File: src/i2crb_pkg.sv
// Shared types, codes and address map of the I2C register bank controller.
package i2crb_pkg;

  // Bank geometry
  localparam int BANK_DEPTH = 256;
  localparam int BANK_AW    = $clog2(BANK_DEPTH);

  // Bus opcodes
  localparam logic [1:0] OP_WRITE  = 2'd0;
  localparam logic [1:0] OP_READ   = 2'd1;
  localparam logic [1:0] OP_SAMPLE = 2'd2;

  // Classified command kinds
  typedef logic [2:0] kind_t;
  localparam kind_t K_NOP    = 3'd0;
  localparam kind_t K_PTR    = 3'd1;
  localparam kind_t K_OPEN   = 3'd2;
  localparam kind_t K_DATA   = 3'd3;
  localparam kind_t K_READ   = 3'd4;
  localparam kind_t K_SAMPLE = 3'd5;

  // Configuration register map
  localparam logic        CFG_IDX_SAMPLE_INTERVAL = 1'b0;
  localparam logic [15:0] SAMPLE_INTERVAL_RST     = 16'd100;

  // Fixed bank addresses
  localparam logic [7:0] FAN_ADDR       = 8'd101;
  localparam logic [7:0] POWER_ADDR     = 8'h52;
  localparam logic [7:0] PGOOD_ADDR     = 8'h51;
  localparam logic [7:0] RESET_ADDR     = 8'h54;
  localparam logic [7:0] MARK_ADDR      = 8'h60;
  localparam logic [7:0] TIME_ADDR0     = 8'hF0;
  localparam logic [7:0] TIME_ADDR1     = 8'hF1;
  localparam logic [7:0] TIME_ADDR2     = 8'hF2;
  localparam logic [7:0] TIME_ADDR3     = 8'hF3;
  localparam logic [7:0] TIME_MARK_ADDR = 8'hF4;
  localparam logic [7:0] MARK_VALUE     = 8'hFF;
  localparam logic [7:0] TIME_MARK_VAL  = 8'hF4;
  localparam logic [7:0] FAN_OFF        = 8'hFF;
  localparam logic [7:0] POWER_ON_CODE  = 8'h01;

  // Status registers kept in flops, written all at once by a sample
  localparam int SPEC_COUNT = 9;
  typedef logic [3:0] spec_idx_t;
  localparam spec_idx_t SP_PGOOD = 4'd0;
  localparam spec_idx_t SP_POWER = 4'd1;
  localparam spec_idx_t SP_RESET = 4'd2;
  localparam spec_idx_t SP_MARK  = 4'd3;
  localparam spec_idx_t SP_TIME0 = 4'd4;
  localparam spec_idx_t SP_TIME1 = 4'd5;
  localparam spec_idx_t SP_TIME2 = 4'd6;
  localparam spec_idx_t SP_TIME3 = 4'd7;
  localparam spec_idx_t SP_TMARK = 4'd8;
  localparam spec_idx_t SP_NONE  = 4'd9;

  // One classified bus word as it travels through the queue
  typedef struct packed {
    kind_t       kind;
    logic [7:0]  data_byte;
    logic        last_byte;
    logic        power_good_pin;
    logic        reset_pin;
    logic [31:0] time_ms;
  } cmd_t;

  // Map a bank address onto the status flop set
  function automatic spec_idx_t spec_idx(input logic [7:0] addr);
    spec_idx_t idx;
    case (addr)
      PGOOD_ADDR:     idx = SP_PGOOD;
      POWER_ADDR:     idx = SP_POWER;
      RESET_ADDR:     idx = SP_RESET;
      MARK_ADDR:      idx = SP_MARK;
      TIME_ADDR0:     idx = SP_TIME0;
      TIME_ADDR1:     idx = SP_TIME1;
      TIME_ADDR2:     idx = SP_TIME2;
      TIME_ADDR3:     idx = SP_TIME3;
      TIME_MARK_ADDR: idx = SP_TMARK;
      default:        idx = SP_NONE;
    endcase
    return idx;
  endfunction

endpackage

File: src/i2crb_ram.sv
// Generic single-port-write, single-port-read RAM with registered read data.
module i2crb_ram #(
  parameter int WIDTH = 8,
  parameter int DEPTH = 256
) (
  input  logic                     clk,
  input  logic                     we,
  input  logic [$clog2(DEPTH)-1:0] waddr,
  input  logic [WIDTH-1:0]         wdata,
  input  logic                     re,
  input  logic [$clog2(DEPTH)-1:0] raddr,
  output logic [WIDTH-1:0]         rdata
);

  logic [WIDTH-1:0] mem_r [DEPTH];
  logic [WIDTH-1:0] rdata_r;

  // Write port
  always_ff @(posedge clk) begin
    if (we) begin
      mem_r[waddr] <= wdata;
    end
  end

  // Registered read port, holds while re is low
  always_ff @(posedge clk) begin
    if (re) begin
      rdata_r <= mem_r[raddr];
    end
  end

  assign rdata = rdata_r;

endmodule

File: src/i2crb_front.sv
// Front end: accepts bus words and classifies them into commands.
module i2crb_front (
  input  logic              in_valid,
  output logic              in_ready,
  input  logic [1:0]        in_opcode,
  input  logic [7:0]        in_data_byte,
  input  logic              in_first_byte,
  input  logic              in_last_byte,
  input  logic              in_power_good_pin,
  input  logic              in_reset_pin,
  input  logic [31:0]       in_time_ms,
  input  logic              q_ready,
  output logic              q_push,
  output i2crb_pkg::cmd_t   q_cmd
);

  i2crb_pkg::kind_t kind;

  // Decode opcode and framing bits into a command kind
  always_comb begin
    case (in_opcode)
      i2crb_pkg::OP_WRITE: begin
        if (in_first_byte && in_last_byte) begin
          kind = i2crb_pkg::K_PTR;
        end else if (in_first_byte) begin
          kind = i2crb_pkg::K_OPEN;
        end else begin
          kind = i2crb_pkg::K_DATA;
        end
      end
      i2crb_pkg::OP_READ:   kind = i2crb_pkg::K_READ;
      i2crb_pkg::OP_SAMPLE: kind = i2crb_pkg::K_SAMPLE;
      default:              kind = i2crb_pkg::K_NOP;
    endcase
  end

  // Pack the word for the queue
  always_comb begin
    q_cmd.kind           = kind;
    q_cmd.data_byte      = in_data_byte;
    q_cmd.last_byte      = in_last_byte;
    q_cmd.power_good_pin = in_power_good_pin;
    q_cmd.reset_pin      = in_reset_pin;
    q_cmd.time_ms        = in_time_ms;
  end

  assign in_ready = q_ready;
  assign q_push   = in_valid && q_ready;

endmodule

File: src/i2crb_queue.sv
// Short command queue between the front end and the execution back end.
module i2crb_queue #(
  parameter int DEPTH = 2
) (
  input  logic            clk,
  input  logic            rst_n,
  input  logic            push,
  input  i2crb_pkg::cmd_t push_cmd,
  output logic            push_ready,
  input  logic            pop,
  output logic            pop_valid,
  output i2crb_pkg::cmd_t pop_cmd
);

  localparam int PW = (DEPTH > 1) ? $clog2(DEPTH) : 1;
  localparam int CW = $clog2(DEPTH + 1);

  i2crb_pkg::cmd_t mem_r [DEPTH];
  logic [PW-1:0]   wr_ptr_r, wr_ptr_nxt;
  logic [PW-1:0]   rd_ptr_r, rd_ptr_nxt;
  logic [CW-1:0]   cnt_r, cnt_nxt;

  assign push_ready = (cnt_r != CW'(DEPTH));
  assign pop_valid  = (cnt_r != '0);
  assign pop_cmd    = mem_r[rd_ptr_r];

  // Advance pointers and occupancy
  always_comb begin
    wr_ptr_nxt = wr_ptr_r;
    rd_ptr_nxt = rd_ptr_r;
    cnt_nxt    = cnt_r;
    if (push) begin
      wr_ptr_nxt = (wr_ptr_r == PW'(DEPTH - 1)) ? '0 : wr_ptr_r + 1'b1;
    end
    if (pop) begin
      rd_ptr_nxt = (rd_ptr_r == PW'(DEPTH - 1)) ? '0 : rd_ptr_r + 1'b1;
    end
    if (push && !pop) begin
      cnt_nxt = cnt_r + 1'b1;
    end else if (pop && !push) begin
      cnt_nxt = cnt_r - 1'b1;
    end
  end

  always_ff @(posedge clk) begin
    if (!rst_n) begin
      wr_ptr_r <= '0;
      rd_ptr_r <= '0;
      cnt_r    <= '0;
    end else begin
      wr_ptr_r <= wr_ptr_nxt;
      rd_ptr_r <= rd_ptr_nxt;
      cnt_r    <= cnt_nxt;
    end
  end

  // Store the pushed word
  always_ff @(posedge clk) begin
    if (push) begin
      mem_r[wr_ptr_r] <= push_cmd;
    end
  end

endmodule

File: src/i2crb_back.sv
// Back end: executes commands against the register bank and drives results.
module i2crb_back #(
  parameter int PIXEL_COUNT = 12
) (
  input  logic            clk,
  input  logic            rst_n,
  input  logic            q_valid,
  input  i2crb_pkg::cmd_t q_cmd,
  output logic            q_pop,
  input  logic [15:0]     sample_interval,
  output logic            out_valid,
  input  logic            out_ready,
  output logic [7:0]      out_read_data,
  output logic [7:0]      out_fan_duty,
  output logic            out_power_enable,
  output logic            out_pixels_updated
);

  localparam int          AW        = i2crb_pkg::BANK_AW;
  localparam logic [7:0]  PIX_LIMIT = 8'(PIXEL_COUNT);

  // Transaction and output state
  logic [7:0]  rp_r, rp_nxt;
  logic [7:0]  start_r, start_nxt;
  logic [7:0]  off_r, off_nxt;
  logic        open_r, open_nxt;
  logic [7:0]  fan_r, fan_nxt;
  logic        en_r, en_nxt;
  logic [31:0] last_t_r, last_t_nxt;
  logic [7:0]  spec_r   [i2crb_pkg::SPEC_COUNT];
  logic [7:0]  spec_nxt [i2crb_pkg::SPEC_COUNT];
  logic [i2crb_pkg::BANK_DEPTH-1:0] vld_r;

  // Result stage
  logic        s1_v_r;
  logic        s1_read_r;
  logic        s1_hit_r;
  logic [7:0]  s1_spval_r;
  logic        s1_vbit_r;
  logic        s1_pix_r;

  // Execution datapath
  logic                  pop;
  logic                  pix_mode;
  logic [9:0]            tri_addr;
  logic [7:0]            tgt;
  i2crb_pkg::spec_idx_t  tgt_sp;
  i2crb_pkg::spec_idx_t  rp_sp;
  logic                  rp_hit;
  logic [7:0]            rp_spval;
  logic                  do_data;
  logic                  do_end;
  logic [31:0]           age;
  logic                  take;
  logic [7:0]            pw_new;
  logic                  ram_we;
  logic                  ram_re;
  logic [7:0]            ram_dout;

  assign pop   = q_valid && (!s1_v_r || out_ready);
  assign q_pop = pop;

  // Target address: pixel data fills three bytes per pixel from the start
  assign pix_mode = start_r < PIX_LIMIT;
  assign tri_addr = {2'b00, start_r} + {1'b0, start_r, 1'b0} + {2'b00, off_r};
  assign tgt      = pix_mode ? tri_addr[7:0] : start_r;
  assign tgt_sp   = i2crb_pkg::spec_idx(tgt);

  assign do_data = pop && (q_cmd.kind == i2crb_pkg::K_DATA) && open_r;
  assign do_end  = do_data && q_cmd.last_byte;

  // Sample gate on wrapping elapsed time
  assign age  = q_cmd.time_ms - last_t_r;
  assign take = pop && (q_cmd.kind == i2crb_pkg::K_SAMPLE) && (age > {16'h0000, sample_interval});

  // Read pointer lookup in the status flops
  assign rp_sp    = i2crb_pkg::spec_idx(rp_r);
  assign rp_hit   = (rp_sp != i2crb_pkg::SP_NONE);
  assign rp_spval = rp_hit ? spec_r[rp_sp] : 8'h00;

  // Power register value once this word has been written
  assign pw_new = (do_data && (tgt_sp == i2crb_pkg::SP_POWER)) ? q_cmd.data_byte
                                                               : spec_r[i2crb_pkg::SP_POWER];

  assign ram_we = do_data && (tgt_sp == i2crb_pkg::SP_NONE);
  assign ram_re = pop && (q_cmd.kind == i2crb_pkg::K_READ);

  // Next-state logic for one executed word
  always_comb begin
    rp_nxt     = rp_r;
    start_nxt  = start_r;
    off_nxt    = off_r;
    open_nxt   = open_r;
    fan_nxt    = fan_r;
    en_nxt     = en_r;
    last_t_nxt = last_t_r;
    for (int i = 0; i < i2crb_pkg::SPEC_COUNT; i++) begin
      spec_nxt[i] = spec_r[i];
    end
    if (pop) begin
      case (q_cmd.kind)
        i2crb_pkg::K_PTR: begin
          rp_nxt   = q_cmd.data_byte;
          open_nxt = 1'b0;
        end
        i2crb_pkg::K_OPEN: begin
          start_nxt = q_cmd.data_byte;
          off_nxt   = 8'h00;
          open_nxt  = 1'b1;
        end
        i2crb_pkg::K_DATA: begin
          if (open_r) begin
            if (tgt_sp != i2crb_pkg::SP_NONE) begin
              spec_nxt[tgt_sp] = q_cmd.data_byte;
            end
            if (pix_mode) begin
              off_nxt = off_r + 8'h01;
            end
            if (q_cmd.last_byte) begin
              // The fan address is never in pixel range, so the word just
              // written is the fan register itself
              if (start_r == i2crb_pkg::FAN_ADDR) begin
                fan_nxt = ~q_cmd.data_byte;
              end
              if (start_r == i2crb_pkg::POWER_ADDR) begin
                en_nxt = (pw_new == i2crb_pkg::POWER_ON_CODE);
              end
              open_nxt = 1'b0;
            end
          end
        end
        i2crb_pkg::K_SAMPLE: begin
          if (take) begin
            spec_nxt[i2crb_pkg::SP_PGOOD] = {7'h00, q_cmd.power_good_pin};
            spec_nxt[i2crb_pkg::SP_POWER] = {7'h00, en_r};
            spec_nxt[i2crb_pkg::SP_RESET] = {7'h00, q_cmd.reset_pin};
            spec_nxt[i2crb_pkg::SP_MARK]  = i2crb_pkg::MARK_VALUE;
            spec_nxt[i2crb_pkg::SP_TIME0] = q_cmd.time_ms[7:0];
            spec_nxt[i2crb_pkg::SP_TIME1] = q_cmd.time_ms[15:8];
            spec_nxt[i2crb_pkg::SP_TIME2] = q_cmd.time_ms[23:16];
            spec_nxt[i2crb_pkg::SP_TIME3] = q_cmd.time_ms[31:24];
            spec_nxt[i2crb_pkg::SP_TMARK] = i2crb_pkg::TIME_MARK_VAL;
            last_t_nxt = q_cmd.time_ms;
          end
        end
        default: begin
        end
      endcase
    end
  end

  always_ff @(posedge clk) begin
    if (!rst_n) begin
      rp_r     <= 8'h00;
      start_r  <= 8'h00;
      off_r    <= 8'h00;
      open_r   <= 1'b0;
      fan_r    <= i2crb_pkg::FAN_OFF;
      en_r     <= 1'b1;
      last_t_r <= 32'h0;
      for (int i = 0; i < i2crb_pkg::SPEC_COUNT; i++) begin
        spec_r[i] <= 8'h00;
      end
    end else begin
      rp_r     <= rp_nxt;
      start_r  <= start_nxt;
      off_r    <= off_nxt;
      open_r   <= open_nxt;
      fan_r    <= fan_nxt;
      en_r     <= en_nxt;
      last_t_r <= last_t_nxt;
      for (int i = 0; i < i2crb_pkg::SPEC_COUNT; i++) begin
        spec_r[i] <= spec_nxt[i];
      end
    end
  end

  // Mark bank entries as written; unwritten entries read as zero
  always_ff @(posedge clk) begin
    if (!rst_n) begin
      vld_r <= '0;
    end else if (ram_we) begin
      vld_r[tgt[AW-1:0]] <= 1'b1;
    end
  end

  i2crb_ram #(
    .WIDTH (8),
    .DEPTH (i2crb_pkg::BANK_DEPTH)
  ) u_bank (
    .clk   (clk),
    .we    (ram_we),
    .waddr (tgt[AW-1:0]),
    .wdata (q_cmd.data_byte),
    .re    (ram_re),
    .raddr (rp_r[AW-1:0]),
    .rdata (ram_dout)
  );

  // Result stage: load on execute, drop when taken
  always_ff @(posedge clk) begin
    if (!rst_n) begin
      s1_v_r <= 1'b0;
    end else if (pop) begin
      s1_v_r <= 1'b1;
    end else if (out_ready) begin
      s1_v_r <= 1'b0;
    end
  end

  always_ff @(posedge clk) begin
    if (pop) begin
      s1_read_r  <= (q_cmd.kind == i2crb_pkg::K_READ);
      s1_hit_r   <= rp_hit;
      s1_spval_r <= rp_spval;
      s1_vbit_r  <= vld_r[rp_r[AW-1:0]];
      s1_pix_r   <= do_end && pix_mode;
    end
  end

  // Fan and power state only move on execute, which also reloads the result stage
  assign out_valid          = s1_v_r;
  assign out_read_data      = !s1_read_r ? 8'h00 :
                              s1_hit_r   ? s1_spval_r :
                              s1_vbit_r  ? ram_dout : 8'h00;
  assign out_fan_duty       = fan_r;
  assign out_power_enable   = en_r;
  assign out_pixels_updated = s1_pix_r;

  // One bank port operation per word
  a_one_ram_op: assert property (@(posedge clk) disable iff (!rst_n)
    !(ram_we && ram_re))
    else $error("bank written and read by the same word");

  // An accepted sample leaves the marker in place
  a_sample_mark: assert property (@(posedge clk) disable iff (!rst_n)
    take |=> (spec_r[i2crb_pkg::SP_MARK] == i2crb_pkg::MARK_VALUE))
    else $error("sample marker not stored");

  // Opening byte starts a fresh transaction at offset zero
  a_open_reset: assert property (@(posedge clk) disable iff (!rst_n)
    (pop && (q_cmd.kind == i2crb_pkg::K_OPEN)) |=> (open_r && (off_r == 8'h00)))
    else $error("transaction not opened cleanly");

  // A stalled result keeps its word and the state behind it
  a_stall_hold: assert property (@(posedge clk) disable iff (!rst_n)
    (s1_v_r && !out_ready) |=> (s1_v_r && $stable(s1_pix_r) && $stable(fan_r)
                                && $stable(en_r)))
    else $error("result changed while stalled");

endmodule

File: src/i2c_register_bank_controller.sv
// Top level of the I2C register bank controller: config port, front end, queue, back end.
//
// Takes one bus word per clock cycle sustained while out_ready is high, and returns one
// result word for each, in order. An accepted word is first stored in the queue, then
// executed against the bank from there, and its result is registered in the result stage
// before it is offered; the rate is set by the back end, which executes one word per
// cycle while its result stage is free or being taken, and touches at most one bank port
// for it. A queue of QUEUE_DEPTH words lets input keep flowing while a result waits.
// The 256-byte bank is a RAM whose entries carry written flags cleared at reset, so the
// bank reads as zero straight out of reset with no clearing pass; the status registers
// a sample fills live in flops. sample_interval sits at byte address 0 of the APB port
// and should only be written while the block is idle.
module i2c_register_bank_controller #(
  parameter int PIXEL_COUNT = 12,
  parameter int QUEUE_DEPTH = 2
) (
  input  logic        clk,
  input  logic        rst_n,
  // input words
  input  logic        in_valid,
  output logic        in_ready,
  input  logic [1:0]  in_opcode,
  input  logic [7:0]  in_data_byte,
  input  logic        in_first_byte,
  input  logic        in_last_byte,
  input  logic        in_power_good_pin,
  input  logic        in_reset_pin,
  input  logic [31:0] in_time_ms,
  // result words
  output logic        out_valid,
  input  logic        out_ready,
  output logic [7:0]  out_read_data,
  output logic [7:0]  out_fan_duty,
  output logic        out_power_enable,
  output logic        out_pixels_updated,
  // configuration
  input  logic        psel,
  input  logic        penable,
  input  logic        pwrite,
  input  logic [2:0]  paddr,
  input  logic [31:0] pwdata,
  output logic [31:0] prdata,
  output logic        pready
);

  logic [15:0]     interval_r;
  logic            cfg_wr;
  logic            q_ready;
  logic            q_push;
  i2crb_pkg::cmd_t push_cmd;
  logic            q_valid;
  logic            q_pop;
  i2crb_pkg::cmd_t pop_cmd;

  // Configuration register
  assign pready = 1'b1;
  assign cfg_wr = psel && penable && pwrite && (paddr[2] == i2crb_pkg::CFG_IDX_SAMPLE_INTERVAL);

  always_ff @(posedge clk) begin
    if (!rst_n) begin
      interval_r <= i2crb_pkg::SAMPLE_INTERVAL_RST;
    end else if (cfg_wr) begin
      interval_r <= pwdata[15:0];
    end
  end

  assign prdata = (paddr[2] == i2crb_pkg::CFG_IDX_SAMPLE_INTERVAL) ? {16'h0000, interval_r}
                                                                   : 32'h0;

  i2crb_front u_front (
    .in_valid          (in_valid),
    .in_ready          (in_ready),
    .in_opcode         (in_opcode),
    .in_data_byte      (in_data_byte),
    .in_first_byte     (in_first_byte),
    .in_last_byte      (in_last_byte),
    .in_power_good_pin (in_power_good_pin),
    .in_reset_pin      (in_reset_pin),
    .in_time_ms        (in_time_ms),
    .q_ready           (q_ready),
    .q_push            (q_push),
    .q_cmd             (push_cmd)
  );

  i2crb_queue #(
    .DEPTH (QUEUE_DEPTH)
  ) u_queue (
    .clk        (clk),
    .rst_n      (rst_n),
    .push       (q_push),
    .push_cmd   (push_cmd),
    .push_ready (q_ready),
    .pop        (q_pop),
    .pop_valid  (q_valid),
    .pop_cmd    (pop_cmd)
  );

  i2crb_back #(
    .PIXEL_COUNT (PIXEL_COUNT)
  ) u_back (
    .clk                (clk),
    .rst_n              (rst_n),
    .q_valid            (q_valid),
    .q_cmd              (pop_cmd),
    .q_pop              (q_pop),
    .sample_interval    (interval_r),
    .out_valid          (out_valid),
    .out_ready          (out_ready),
    .out_read_data      (out_read_data),
    .out_fan_duty       (out_fan_duty),
    .out_power_enable   (out_power_enable),
    .out_pixels_updated (out_pixels_updated)
  );

endmodule
File: config.mk
export PLATFORM = sky130hd
export DESIGN_NAME = i2c_register_bank_controller
export DESIGN_NICKNAME = d
export VERILOG_FILES = /design/src/i2crb_pkg.sv /design/src/i2crb_ram.sv /design/src/i2crb_front.sv /design/src/i2crb_queue.sv /design/src/i2crb_back.sv /design/src/i2c_register_bank_controller.sv
export SDC_FILE = /design/constraint.sdc
export NUM_CORES = 2
export LEC_CHECK = 0
export ABC_CLOCK_PERIOD_IN_PS = 7400
export BUFFER_PORTS_ARGS = -buffer_cell sky130_fd_sc_hd__buf_2
export CORE_AREA = 2 2 434 393
export CTS_CLUSTER_DIAMETER = 50
export DETAILED_ROUTE_END_ITERATION = 6
export DIE_AREA = 0 0 436 395
export MAX_ROUTING_LAYER = met4
export PLACE_DENSITY_LB_ADDON = 0.12
export SLEW_MARGIN = 20
export SYNTH_ARGS = -nofsm -noshare
export SYNTH_HDL_FRONTEND = slang
export SYNTH_HIERARCHICAL = 1
export SYNTH_SLANG_ARGS = --single-unit
File: constraint.sdc
create_clock -name clk -period 7.4 [get_ports clk]
set_clock_uncertainty 0.05 [all_clocks]
set_input_delay 1.48 -clock clk [delete_from_list [all_inputs] [get_ports clk]]
set_output_delay 1.48 -clock clk [all_outputs]
set_load 0.02 [all_outputs]
# Yosys cells after proc, flatten, opt, wreduce, memory -nomap -nowiden
# Memory sizes are Yosys's and may differ from the RTL's. A register that Yosys moved wholly into a read port is not among the register bits.
# Cells that the tools add are included.
# totals
output_inout_bits	53
wordCells	172
ff_bits	347
ram_bits	2212
memories	3
inputBits	88
# classes
n_reduce_logical	37
mux	52
addsub	8
eq_ne	35
n_lt_le_gt_ge	7
n_bitwise	13
# memory_table
name	words	word_bits	rd	rd_clocked_by_memory_dff	write_ports	line_no	rtl
u_back.u_bank.mem_r	256	8	1	1	1	i2crb_ram.sv:15	logic [WIDTH-1:0] mem_r [DEPTH];
u_queue.mem_r	2	46	1	1	1	i2crb_queue.sv:18	i2crb_pkg::cmd_t mem_r [DEPTH];
u_back.spec_r	9	8	10	1	9	i2crb_back.sv:30	logic [7:0] spec_r [i2crb_pkg::SPEC_COUNT];
# ops
operator	count
$mux 72	4
$or 256x256->256	1
$pmux 72 s2	1
$mux 8	17
$eq 8x7->1 const B	10
$eq 8x8->1 const B	10
$bwmux 72	1
$pmux 4 s9	2
$demux 8 s4	1
$gt 32x16->1	1
$sub 32x32->32	1
$logic_and 1x1->1	19
$lt 8x9->1 const B	2
$mux 1	17
$add 8x8->8	2
$mux 16	1
$pmux 8 s2	1
$reduce_and 5->1	2
$or 1x1->1	9
$pmux 3 s3	1
$add 8x1->8 const B	1
$bmux 1 s8	1
$demux 1 s8	1
$eq 8x1->1 const B	1
other kinds (31)	45

# Depth between registers and ports, before layout
# logic_depth
word_depth	16
ltp_mapped	25
depth_no_buf	21

# Cells and area by module
# The synthesis kept the hierarchy.
# by_module_without_submodules
module	n_inst	cells_per_inst	seq_area_each_um2	area_per_inst_um2
i2crb_ram	1	3733	61739.2	79636.4
i2crb_back	1	2336	8267.9	20637.3
i2crb_queue	1	165	2862.7	3552.2
i2c_register_bank_controller	1	106	320.3	922.1
i2crb_front	1	54	0.0	412.9

# Least setup slack after synthesis
# OpenSTA, ideal clock, no wires.
# synth_path
path_type	reg2reg
from	reg with a tool-made name
to	mem u_back.spec_r[8][2]
path_slack_ns	2.018
path_buffers	3
t_arrival_ns	5.213
setup_time_ns	0.119
synth_period_minus_slack_ns	5.382
t_required_ns	7.231
path_stages_with_launch	24
path_cell_list	dfxtp_1 -> buf_4 -> buf_6 -> mux2_1 -> ha_1 -> a21o_1 -> nand2b_1 -> o21ai_1 -> a21oi_1 -> nor2_1 -> o21ai_0 -> xor2_1 -> ha_1 -> nand4_1 -> or4_1 -> or3_1 -> a211oi_1 -> o2111ai_1 -> nor4b_2 -> nand4_1 -> a21oi_2 -> buf_2 -> nor2_1 -> o221a_1
# synth_rtl
element	line_no
end: declaration	i2crb_back.sv:30

==> results.py <==
metrics = {
    "routing": {
        "ant_nets": 0,
        "wl_mm": 262.3,
        "via_per_inst": 6.684,
        "first_pass_iters": 7,
        "wl_per_cell_um": 29.48,
        "num_vias": 59460,
        "drc": 0,
        "dr.first_iter.drc_count": 7719,
    },
    "critical_path": {
        "critPathKind": "reg -> reg",
        "crit_fanout": 35,
        "end_kind": "flop",
        "rrSetupSlack_ps": 620,
        "reg2reg_to": "u_back/spec_r[4][0]",
        "critPathLaunchType": "flop",
        "cp.required_ps": 8160,
        "slowest_stage": "a21oi_2",
        "critPathMaxStageDelay_ps": 660,
        "path_cells": "mux2_1 -> ha_1 -> a21o_1 -> nand2b_1 -> o21ai_1 -> a21oi_1 -> nor2_1 -> o21ai_0 -> xor2_1 -> ha_1 -> nand4_1 -> or4_1 -> or3_1 -> a211oi_1 -> o2111ai_1 -> nor4b_2 -> nand4_1 -> a21oi_2 -> or2_1 -> buf_4 -> o221a_1",
        "cp.arrival_ps": 7530,
        "r2r_cells": 21,
    },
    "timing": {
        "timing.fmax_mhz": 147.5,
        "final_hold_viol_count": 0,
        "fin_crit_sh_pct": 91.60,
        "timing.hold.ws_ps": 404.0,
        "relSlewSlack_pct": 18.34,
        "setup_viol": 0,
        "min_period_ps": 6778,
        "finalMaxSlewViolations": 0,
        "final.setup.tns_ps": 0,
        "worst_pin_slew_ps": 1224,
        "rsz0062_at_grt": "no",
    },
    "flow_run": {
        "drv_cap": 0,
    },
    "logic_synthesis": {
        "syn_area_sq_um": 105200,
        "synth_edf_count": 2160,
        "synth_mux_area_share_pct": 13.79,
        "syn_inst": 6394,
        "synth_top_area_cell": "edfxtp_1",
        "synth_area_leaders": "edfxtp_1, mux4_2, dfxtp_1",
        "yosysSeqAreaShare_pct": 69.60,
        "synth_top_area_share_pct": 61.68,
        "synth_seq_cells": 2576,
        "netlist_top_cells_count": "edfxtp_1, nor2_1, mux4_2",
        "synth_fa_ha_area_share_pct": 0.9733,
        "synth_compound_area_share_pct": 6.552,
        "yosysWarnings": 6,
        "syn_avg_cell_area_sq_um": 16.45,
        "ys_types": 107,
        "synth.most_common_cell": "edfxtp_1",
        "synth-simple-area-share_pct": 5.880,
        "synth_ff_type": "edfxtp_1",
        "yosys.area_share.xor_xnor_pct": 0.2832,
        "synth_top_family_by_area": "multiplexers",
        "ys_async_sr_fraction_pct": 0,
    },
    "clock_tree": {
        "postCtsSetupBuffers": 0,
        "htree_levels": 5,
        "clk_pin_slew_ps": 60,
        "cts_resized": 0,
        "max-clock-path-buffers": 4,
        "cts.sinks": 2576,
        "clk_latency_ps": 890,
        "cts_tree": "yes",
        "cts-root-buf": "clkbuf_16",
        "numCtsBuffers": 275,
        "ctsHoldBuffers": 0,
    },
    "layout": {
        "multi_input_area_sq_um": 29240,
        "fill_cells": 10960,
        "nets": 6625,
        "register_area_sq_um": 73210,
        "drive_above_1_share_pct": 18.52,
        "area_growth_pct": 10.06,
        "final_area_sq_um": 115700,
        "layout.cells.non_filler": 8897,
    },
    "power": {
        "vdd_ir_drop_max_v": 0.0004215,
        "leakage_nw": 36.03,
        "power.density_nw_per_um2": 309.5,
        "power.total_mw": 35.82,
    },
    "run_status": {
        "status": "complete, no violations",
    },
    "global_routing": {
        "grt_usage_pct": 31.29,
        "grt_max_degree": 162,
        "grt_pass1_wl_mm": 384.3,
        "grt_pass1_vias": 57600,
        "antenna_found_initial": 6,
        "grt_overflow": 0,
    },
    "placed_design": {
        "place_inst": 8429,
        "port_buffers": 105,
        "dpl.hpwl_mm": 161.6,
        "dpl-instance-area_sq_um": 107200,
        "routabilityCongestion": 0.9214,
    },
    "floorplan": {
        "fp.coreArea_sq_um": 167800,
        "die_y_um": 395,
        "dieArea_sq_um": 172200,
        "num_rows": 143,
        "start_util_pct": 62.66,
        "io_pins": 141,
        "fp.dieW_um": 436,
    },
    "worst_hold_path": {
        "min-delay-path-class": "reg -> reg",
        "worstHoldStart": "u_back/last_t_r[17]",
        "hold_path_end": "u_back/last_t_r[17]",
        "worst_hold_path.num_cells": 2,
    },
}
## how the worst max path moves through the flow
stage	to	slack [ps]	cells after the start
after global placement	u_back/spec_r[5][6]	810	21
after CTS	u_back/spec_r[4][0]	760	21
after global routing	u_back/spec_r[4][1]	350	21
final	u_back/spec_r[4][0]	620	21
after floorplan	u_back/spec_r[8][2]	2020	23
after detailed placement	u_back/spec_r[6][4]	820	21
## registers in the layout, summed over array words and instances (netlist names), 2 cells and up, named ones only
name,cells
u_queue/mem_r,92
interval_r,16
u_back/u_bank/rdata,8
u_back/last_t_r,32
u_back/start_r,8
u_back/s1_spval_r,8
u_back/off_r,8
u_back/u_bank/mem_r,2048
u_back/rp_r,8
u_back/spec_r,72
u_back/out_fan_duty,8
u_back/vld_r,256
u_queue/cnt_r,2
## layer usage
layer / up-vias / wire (um) / GRT usage, %
met1: 30690 / 105100 / 44.40
met4: 0 / 8591 / 9.757
met3: 530 / 25080 / 5.510
met5: - / 0 / -
met2: 2994 / 123500 / 47.04
li1: 25250 / - / -
## critical path, delay by kind of cell, from the launching register on
family | cells | cell delay (ps)
XOR/XNOR | 1 | 180
flip-flops | 1 | 560
buffers and inverters | 1 | 350
multiplexers | 1 | 440
adder cells (fa/ha/maj) | 2 | 730
AO/OA/AOI/OAI | 8 | 2180
AND/OR/NAND/NOR | 8 | 2150
## stage by stage
stage / util (%) / worst slack [ps]
after global routing: 68.96 / 346.7
after floorplan: - / 2018
final: 68.97 / 621.6
after global placement: 63.89 / 808.9
after detailed placement: 63.90 / 824.8
after CTS: 68.93 / 756.6
## cell type report
class / count / share of cell area (%)
flip-flops and latches: 2576 / 63.25
diodes: 4 / 0.008648
clock buffers: 359 / 6.433
clock inverters: 104 / 0.8507
multi-input cells: 3279 / 25.26
inverters: 81 / 0.2735
repair buffers: 247 / 1.491
well taps: 2247 / 2.429
## where the power goes
part	switching (mW)	internal, mW
logic	4.04	1.56
clock network	5.36	7.69
registers	0.140	17.0
## layout by cell type (no fill, tap or decap), types with 15 or more instances in the layout
master     synthesis  layout
buf_4             99     130
a22oi_1          149     149
bufinv_16          0      18
mux2i_1          175     175
o211ai_1          29      29
xor2_1            16      16
o221a_1           45      45
nand2b_1          24      24
nor2_1           654     647
xnor2_1           18      18
clkbuf_16          0     281
mux4_2           539     539
o22ai_1           38      38
clkbuf_1         229      65
and3_1            25      25
o21a_1            71      71
nand4_1           29      29
mux2_1            46      38
inv_1             77      76
dfxtp_1          416     409
nor3_1            37      37
buf_2             55     104
a21oi_1          430     430
nand2_1          259     259
clkinv_1           2      48
a211oi_1          24      24
o21ai_0           55      55
o221ai_1          49      49
nor4_1            38      28
edfxtp_1        2160    2160
clkinv_2           0      21
conb_1             2      17
a21o_1            20      20
nor2b_1           61      57
nand3_1           96      95
ha_1              69      69
a221oi_1          15      15
o21ai_1           17      17
and2_1            30      29
or4_1             26      26
## cells by family after synthesis
family	after synthesis
compound gates	1038
xor+xnor	34
fa+ha+maj	77
buf+inv	554
flops	2576
mux	766
other cells	2
simple gates	1347
No activity file was read; power rests on OpenSTA's default activity.
